`src/design/lzsg_pkg.sv`:
```
// lzsg_pkg: shared types and constants for the lidar zone speed guard
// used by the top level and by its port checker; no dependencies

package lzsg_pkg;

  // sample range limits in mm
  localparam logic [15:0] MIN_RANGE_MM    = 16'd50;
  localparam logic [15:0] IGNORE_RANGE_MM = 16'd2000;

  // field and datapath widths
  localparam int RANGE_W  = 16;
  localparam int TRIG_W   = 16;
  localparam int OFFS_W   = 13;
  localparam int HALF_W   = 14;
  localparam int UNC_W    = 10;
  localparam int DIST_W   = RANGE_W + 1;
  localparam int PROD_W   = DIST_W + TRIG_W;
  localparam int FRAC_W   = 15;
  localparam int PROJ_W   = PROD_W - FRAC_W;
  localparam int POINT_W  = PROJ_W + 1;
  localparam int S_DATA_W = 56;
  localparam int M_DATA_W = 8;
  localparam int CFG_IDX_W  = 3;
  localparam int CFG_DATA_W = 14;

  // configuration register indexes
  typedef enum logic [CFG_IDX_W-1:0] {
    REG_LIDAR_OFFSET_X    = 3'd0,
    REG_STOP_HALF_X       = 3'd1,
    REG_STOP_HALF_Y       = 3'd2,
    REG_SLOW_HALF_X       = 3'd3,
    REG_SLOW_HALF_Y       = 3'd4,
    REG_NORMAL_HALF_X     = 3'd5,
    REG_NORMAL_HALF_Y     = 3'd6,
    REG_RANGE_UNCERTAINTY = 3'd7
  } cfg_reg_t;

  typedef enum logic [1:0] {
    MODE_FAST   = 2'd0,
    MODE_NORMAL = 2'd1,
    MODE_SLOW   = 2'd2
  } speed_mode_t;

  // reset values of the configuration registers
  localparam logic [OFFS_W-1:0] RST_LIDAR_OFFSET_X    = 13'd70;
  localparam logic [HALF_W-1:0] RST_STOP_HALF_X       = 14'd750;
  localparam logic [HALF_W-1:0] RST_STOP_HALF_Y       = 14'd350;
  localparam logic [HALF_W-1:0] RST_SLOW_HALF_X       = 14'd0;
  localparam logic [HALF_W-1:0] RST_SLOW_HALF_Y       = 14'd300;
  localparam logic [HALF_W-1:0] RST_NORMAL_HALF_X     = 14'd0;
  localparam logic [HALF_W-1:0] RST_NORMAL_HALF_Y     = 14'd700;
  localparam logic [UNC_W-1:0]  RST_RANGE_UNCERTAINTY = 10'd63;

endpackage

```
`src/design/lidar_zone_speed_guard.sv`:
```
// lidar_zone_speed_guard: per-scan protective field monitor for a planar lidar
// depends on lzsg_pkg
// a last-sample beat gives its result through the input, projection and box test registers, then the result register
// throughput: one sample beat per cycle; stalls only when a result waits unread
// the three stages are input register, projection multiply, box test with scan state
// reset: synchronous, clears all stage valids and scan state, restores register defaults

module lidar_zone_speed_guard (
  input  logic                               clk,
  input  logic                               rst,
  // range_mm[15:0], no_return[16], cos_angle[32:17], sin_angle[48:33], zero pad
  input  logic [lzsg_pkg::S_DATA_W-1:0]      s_tdata,
  input  logic                               s_tlast,   // last_sample
  input  logic                               s_tvalid,
  output logic                               s_tready,
  // runstop[0], speed_mode[2:1], zero pad
  output logic [lzsg_pkg::M_DATA_W-1:0]      m_tdata,
  output logic                               m_tvalid,
  input  logic                               m_tready,
  input  logic                               cfg_valid,
  output logic                               cfg_ready,
  input  logic [lzsg_pkg::CFG_IDX_W-1:0]     cfg_index,
  input  logic [lzsg_pkg::CFG_DATA_W-1:0]    cfg_data
);

  localparam int RW = lzsg_pkg::RANGE_W;
  localparam int TW = lzsg_pkg::TRIG_W;
  localparam int PW = lzsg_pkg::POINT_W;
  localparam int XW = lzsg_pkg::PROD_W;

  // configuration registers
  logic [lzsg_pkg::OFFS_W-1:0] lidar_offset_x;
  logic [lzsg_pkg::HALF_W-1:0] stop_half_x;
  logic [lzsg_pkg::HALF_W-1:0] stop_half_y;
  logic [lzsg_pkg::HALF_W-1:0] slow_half_x;
  logic [lzsg_pkg::HALF_W-1:0] slow_half_y;
  logic [lzsg_pkg::HALF_W-1:0] normal_half_x;
  logic [lzsg_pkg::HALF_W-1:0] normal_half_y;
  logic [lzsg_pkg::UNC_W-1:0]  range_uncertainty;

  assign cfg_ready = 1'b1;

  always_ff @(posedge clk) begin
    if (rst) begin
      lidar_offset_x    <= lzsg_pkg::RST_LIDAR_OFFSET_X;
      stop_half_x       <= lzsg_pkg::RST_STOP_HALF_X;
      stop_half_y       <= lzsg_pkg::RST_STOP_HALF_Y;
      slow_half_x       <= lzsg_pkg::RST_SLOW_HALF_X;
      slow_half_y       <= lzsg_pkg::RST_SLOW_HALF_Y;
      normal_half_x     <= lzsg_pkg::RST_NORMAL_HALF_X;
      normal_half_y     <= lzsg_pkg::RST_NORMAL_HALF_Y;
      range_uncertainty <= lzsg_pkg::RST_RANGE_UNCERTAINTY;
    end else if (cfg_valid && cfg_ready) begin
      unique case (lzsg_pkg::cfg_reg_t'(cfg_index))
        lzsg_pkg::REG_LIDAR_OFFSET_X:    lidar_offset_x    <= cfg_data[lzsg_pkg::OFFS_W-1:0];
        lzsg_pkg::REG_STOP_HALF_X:       stop_half_x       <= cfg_data;
        lzsg_pkg::REG_STOP_HALF_Y:       stop_half_y       <= cfg_data;
        lzsg_pkg::REG_SLOW_HALF_X:       slow_half_x       <= cfg_data;
        lzsg_pkg::REG_SLOW_HALF_Y:       slow_half_y       <= cfg_data;
        lzsg_pkg::REG_NORMAL_HALF_X:     normal_half_x     <= cfg_data;
        lzsg_pkg::REG_NORMAL_HALF_Y:     normal_half_y     <= cfg_data;
        lzsg_pkg::REG_RANGE_UNCERTAINTY: range_uncertainty <= cfg_data[lzsg_pkg::UNC_W-1:0];
        default: ;
      endcase
    end
  end

  // stage a: input register
  logic                 a_valid;
  logic [RW-1:0]        a_range;
  logic                 a_no_return;
  logic signed [TW-1:0] a_cos;
  logic signed [TW-1:0] a_sin;
  logic                 a_last;

  // stage b: projected point
  logic                                   b_valid;
  logic                                   b_use;
  logic                                   b_last;
  logic signed [lzsg_pkg::PROJ_W-1:0]     b_px;
  logic signed [lzsg_pkg::PROJ_W-1:0]     b_py;

  // stage c: box test and scan state
  logic c_valid;
  logic c_use;
  logic c_last;
  logic signed [lzsg_pkg::PROJ_W-1:0]     c_px;
  logic signed [lzsg_pkg::PROJ_W-1:0]     c_py;

  logic                   scan_stopped, scan_stopped_next;
  lzsg_pkg::speed_mode_t  scan_mode, scan_mode_next;
  logic                   res_stopped;
  lzsg_pkg::speed_mode_t  res_mode;

  logic out_free, c_go, c_ready, b_ready, a_ready;

  assign out_free = !m_tvalid || m_tready;
  assign c_go     = c_valid && (!c_last || out_free);
  assign c_ready  = !c_valid || c_go;
  assign b_ready  = !b_valid || c_ready;
  assign a_ready  = !a_valid || b_ready;
  assign s_tready = a_ready;

  always_ff @(posedge clk) begin
    if (rst) begin
      a_valid <= 1'b0;
    end else if (a_ready) begin
      a_valid <= s_tvalid;
    end
  end

  always_ff @(posedge clk) begin
    if (a_ready && s_tvalid) begin
      a_range     <= s_tdata[RW-1:0];
      a_no_return <= s_tdata[RW];
      a_cos       <= s_tdata[RW+TW:RW+1];
      a_sin       <= s_tdata[RW+2*TW:RW+TW+1];
      a_last      <= s_tlast;
    end
  end

  // projection
  logic signed [lzsg_pkg::DIST_W-1:0] dist_mm;
  logic signed [lzsg_pkg::PROD_W-1:0] prod_x, prod_y;
  logic                               a_use;

  always_comb begin
    dist_mm = signed'({1'b0, a_range}) -
              signed'({{(lzsg_pkg::DIST_W-lzsg_pkg::UNC_W){1'b0}}, range_uncertainty});
    prod_x  = XW'(dist_mm) * XW'(a_cos);
    prod_y  = XW'(dist_mm) * XW'(a_sin);
    a_use   = !a_no_return && (a_range >= lzsg_pkg::MIN_RANGE_MM) &&
              (a_range <= lzsg_pkg::IGNORE_RANGE_MM);
  end

  always_ff @(posedge clk) begin
    if (rst) begin
      b_valid <= 1'b0;
    end else if (b_ready) begin
      b_valid <= a_valid;
    end
  end

  always_ff @(posedge clk) begin
    if (b_ready && a_valid) begin
      b_use  <= a_use;
      b_last <= a_last;
      b_px   <= prod_x[lzsg_pkg::PROD_W-1:lzsg_pkg::FRAC_W];
      b_py   <= prod_y[lzsg_pkg::PROD_W-1:lzsg_pkg::FRAC_W];
    end
  end

  always_ff @(posedge clk) begin
    if (rst) begin
      c_valid <= 1'b0;
    end else if (c_ready) begin
      c_valid <= b_valid;
    end
  end

  always_ff @(posedge clk) begin
    if (c_ready && b_valid) begin
      c_use  <= b_use;
      c_last <= b_last;
      c_px   <= b_px;
      c_py   <= b_py;
    end
  end

  // box tests
  logic signed [PW-1:0] pt_x, pt_y;
  logic signed [PW-1:0] shx, shy, lhx, lhy, nhx, nhy;
  logic stop_hit, slow_hit, normal_hit, usable;
  lzsg_pkg::speed_mode_t mode_upd;

  always_comb begin
    pt_x = signed'({c_px[lzsg_pkg::PROJ_W-1], c_px}) +
           signed'({{(PW-lzsg_pkg::OFFS_W){lidar_offset_x[lzsg_pkg::OFFS_W-1]}},
                    lidar_offset_x});
    pt_y = signed'({c_py[lzsg_pkg::PROJ_W-1], c_py});
    shx  = signed'({{(PW-lzsg_pkg::HALF_W){1'b0}}, stop_half_x});
    shy  = signed'({{(PW-lzsg_pkg::HALF_W){1'b0}}, stop_half_y});
    lhx  = signed'({{(PW-lzsg_pkg::HALF_W){1'b0}}, slow_half_x});
    lhy  = signed'({{(PW-lzsg_pkg::HALF_W){1'b0}}, slow_half_y});
    nhx  = signed'({{(PW-lzsg_pkg::HALF_W){1'b0}}, normal_half_x});
    nhy  = signed'({{(PW-lzsg_pkg::HALF_W){1'b0}}, normal_half_y});

    stop_hit   = (pt_x >= -shx) && (pt_x <= shx) && (pt_y >= -shy) && (pt_y <= shy);
    slow_hit   = (pt_x > -lhx) && (pt_x < lhx) && (pt_y > -lhy) && (pt_y < lhy);
    normal_hit = (pt_x > -nhx) && (pt_x < nhx) && (pt_y > -nhy) && (pt_y < nhy);
    usable     = c_use && !scan_stopped;

    mode_upd = scan_mode;
    if (slow_hit) begin
      mode_upd = lzsg_pkg::MODE_SLOW;
    end
    if (normal_hit && (mode_upd != lzsg_pkg::MODE_SLOW)) begin
      mode_upd = lzsg_pkg::MODE_NORMAL;
    end

    res_stopped = scan_stopped;
    res_mode    = scan_mode;
    if (usable) begin
      if (stop_hit) begin
        res_stopped = 1'b1;
        res_mode    = lzsg_pkg::MODE_SLOW;
      end else begin
        res_mode = mode_upd;
      end
    end

    scan_stopped_next = scan_stopped;
    scan_mode_next    = scan_mode;
    if (c_go) begin
      if (c_last) begin
        scan_stopped_next = 1'b0;
        scan_mode_next    = lzsg_pkg::MODE_FAST;
      end else begin
        scan_stopped_next = res_stopped;
        scan_mode_next    = res_mode;
      end
    end
  end

  always_ff @(posedge clk) begin
    if (rst) begin
      scan_stopped <= 1'b0;
      scan_mode    <= lzsg_pkg::MODE_FAST;
    end else begin
      scan_stopped <= scan_stopped_next;
      scan_mode    <= scan_mode_next;
    end
  end

  // result register
  always_ff @(posedge clk) begin
    if (rst) begin
      m_tvalid <= 1'b0;
    end else if (out_free) begin
      m_tvalid <= c_valid && c_last;
    end
  end

  always_ff @(posedge clk) begin
    if (out_free && c_valid && c_last) begin
      m_tdata <= {{(lzsg_pkg::M_DATA_W-3){1'b0}}, res_mode, res_stopped};
    end
  end

endmodule

```
`config.mk`:
```
export PLATFORM = sky130hd
export DESIGN_NAME = lidar_zone_speed_guard
export DESIGN_NICKNAME = d
export VERILOG_FILES = /design/src/design/lzsg_pkg.sv /design/src/design/lidar_zone_speed_guard.sv
export SDC_FILE = /design/constraint.sdc
export NUM_CORES = 2
export LEC_CHECK = 0
export ABC_AREA = 1
export BUFFER_PORTS_ARGS = -buffer_cell sky130_fd_sc_hd__buf_4
export CAP_MARGIN = 10
export CORE_MARGIN = 5
export CORE_UTILIZATION = 44
export DETAILED_ROUTE_END_ITERATION = 10
export SLEW_MARGIN = 20
export SYNTH_ARGS = -nofsm -noshare
export SYNTH_HDL_FRONTEND = slang
export SYNTH_SLANG_ARGS = --single-unit
```
`constraint.sdc`:
```
create_clock -name clk -period 6.6 [get_ports clk]
set_input_delay 1.98 -clock clk [delete_from_list [all_inputs] [get_ports clk]]
set_output_delay 1.98 -clock clk [all_outputs]
set_load 0.05 [all_outputs]
```
==> impl_metrics.py <==
metrics = {
    "drt": {
        "viasPerCell": 5.04,
        "drt-pass1-iter-count": 8,
        "ant_nets": 0,
        "wl_per_cell_um": 17.4,
        "wirelength_um": 101000,
        "drt_iter0_markers": 1624,
        "num_vias": 29300,
        "route.detailed.drc": 0,
    },
    "clocking": {
        "clockBufferDepth": 3,
        "clk_pin_slew_worst_paths_ns": 0.06,
        "clk-insertion-delay-late_ns": 0.60,
        "cts_max_level": 1,
        "cts_root_buf": "clkbuf_16",
        "cts_sinks": 243,
        "cts_tree": "built",
        "numCtsBuffers": 29,
        "postCtsHoldBufs": 0,
    },
    "die": {
        "initial_utilization_pct": 44.3,
        "die_y_um": 295,
        "die_w_um": 295,
        "die-area_mm2": 0.0869,
        "core_mm2": 0.0805,
        "ios": 90,
        "fp-row-count": 104,
    },
    "layout": {
        "area_growth_pct": 22.7,
        "drive_gt1_share_pct": 19.7,
        "finalNetCount": 5741,
        "fin_util_pct": 54.4,
        "final_cells": 5805,
        "fin_area_mm2": 0.0438,
    },
    "synth": {
        "synth-edff-count": 129,
        "ys_warn_count": 0,
        "synth_seq_area_share_pct": 17.2,
        "synthArstFlopShare_pct": 0,
        "synth_ff_type": "edfxtp_1",
        "avgSynthCellArea_um2": 8.34,
        "synthCells": 4283,
        "syn_area_mm2": 0.0357,
        "synth.distinct_cells": 56,
        "ys_ff_latch": 243,
    },
    "sta": {
        "final_hold_viol_count": 0,
        "setup_viol_count_final": 36,
        "maxSlewHeadroom_pct": 22.5,
        "maxSlewViolCount": 0,
        "max_freq_ghz": 0.132,
        "fin_crit_sh_pct": 115,
        "grt_setup_unrepaired": "true",
        "period_needed_ns": 7.57,
        "worst_pin_slew_ns": 1.15,
        "skew_ns": 0.0237,
        "setup_slack_ns": -0.966,
    },
    "critical_path": {
        "cp_max_fo": 7,
        "slowest_stage": "fa_2",
        "path_class": "flop to flop",
        "required_ns": 6.93,
        "worst-path-buf-inv": 9,
        "slowest_delay_ns": 0.54,
        "cp-end-kind": "flop",
        "critPathLaunchType": "flop",
        "cp.arrival_ns": 7.89,
        "crit_top_cell": "nand2_1",
        "path_delay_family": "adder cells",
    },
    "grt": {
        "grt_max_degree": 56,
        "grt-ovfl-total": 0,
        "grt_usage_pct": 23.2,
        "antenna_found_initial": 0,
        "grt_pass1_wl_um": 160000,
        "grt_pass1_vias": 30200,
    },
    "worst_hold_path": {
        "hold_path.class": "flop to flop",
    },
    "place": {
        "numPortBuffers": 76,
        "placedCellCount": 5668,
        "dpl_cell_area_mm2": 0.0406,
        "dpl.hpwl_um": 81100,
        "place.gp.congestion": 0.907,
    },
    "outcome": {
        "violations": "setup timing",
        "outcome": "complete, but fails checks",
    },
    "job": {
        "max_cap_violations": 0,
    },
}
[what timing repair did]
item                                    in CTS  in global routing
gates resized for setup                    162                225
pin swaps                                  115                167
cloned                                       0                  3
endpoints found under the setup margin      36                 36
setup buffers                               47                 35
[cells in the mapped netlist (all sizes together), types with 6 or more instances]
| cell type | instances | area, µm² |
|---|---|---|
| dfxtp | 114 | 2280 |
| nand4 | 33 | 206 |
| buf | 21 | 133 |
| nand3 | 99 | 500 |
| inv | 957 | 3590 |
| nor3 | 52 | 260 |
| or2 | 6 | 40.1 |
| xnor2 | 28 | 245 |
| o211ai | 33 | 253 |
| a31oi | 15 | 93.8 |
| ha | 388 | 4850 |
| nor2 | 484 | 1830 |
| nor4 | 12 | 75.1 |
| o21ai | 161 | 821 |
| xor2 | 109 | 962 |
| nand3b | 9 | 67.6 |
| fa | 552 | 11100 |
| clkbuf | 88 | 330 |
| nand2 | 697 | 2630 |
| a21oi | 243 | 1220 |
| edfxtp | 129 | 3870 |
| a21o | 6 | 45.0 |
[cells in the final DEF, fill, tap and decap left out, types with 30 or more instances in the layout]
cell       instances
nand2_2           36
nor3_1            48
a21oi_1          195
ha_1             345
a21oi_2           31
nand3_1           92
nand2_1          641
o21ai_0          132
nor2_1           438
inv_2             69
nand4_1           33
xor2_1            99
inv_1            877
fa_1             515
ha_4              43
buf_6             34
fa_2              37
buf_4            453
clkbuf_16         30
o211ai_1          32
edfxtp_1         129
dfxtp_1          114
[layer usage]
layer  track usage (%)  wire length (µm)  up-vias
li1                  -                 -    14100
met1              32.3             44300    14200
met2              38.7             47000      771
met3              3.53              6930      145
met4              5.13              2500        0
met5                 0                 0        -
[worst paths after layout]
| path | start | slack (ns) | depth (start not counted) | end |
|---|---|---|---|---|
| min | b_py[3]$_DFFE_PP_ | 0.42 | 0 | c_py[3]$_DFFE_PP_ |
| min reg2reg | b_py[3]$_DFFE_PP_ | 0.42 | 0 | c_py[3]$_DFFE_PP_ |
| max | a_range[0]$_DFFE_PP_ | -0.97 | 39 | b_px[14]$_DFFE_PP_ |
| max reg2reg | a_range[0]$_DFFE_PP_ | -0.97 | 39 | b_px[14]$_DFFE_PP_ |
[cells by family after synthesis]
group,count (synthesis),synth area share (%)
xor gates and xnor gates,137,3.38
other,2,0.0210
adders and majority gates,940,44.6
and+or+nand+nor,1400,15.9
AOI/OAI and AO/OA,491,7.54
buffers and inverters,1070,11.4
DFF,243,17.2
[state kept, by name (all words and copies together) (netlist names), 16 cells and up]
signal,count
b_px,18
b_py,18
c_px,18
c_py,18
a_cos,16
a_range,16
a_sin,16
[metrics by stage]
| stage | setup slack [ns] | hold WS [ns] | setup TNS (ns) |
|---|---|---|---|
| 2_1_floorplan | -0.338 | 0.400 | -3.86 |
| 3_3_place_gp | -1.03 | 0.401 | -28.72 |
| 3_5_place_dp | -1.07 | 0.405 | -29.36 |
| 4_1_cts | -0.836 | 0.419 | -24.97 |
| 5_1_grt | -1.31 | 0.425 | -39.18 |
| 6_report | -0.966 | 0.418 | -26.91 |
[cell type report]
type,count,area (µm²)
tap,1060,1330
fill,7508,36800
inverter,961,3650
clock buffer,36,762
timing repair buffer,511,4240
timing repair inverter,2,12.5
clock inverter,17,223
sequential,243,6160
multi-input combinational,2974,27400
antenna,1,2.50
Power is left out: the tool's default activity adds up to more than one toggle a clock period on the data nets, which glitch-free logic cannot reach.
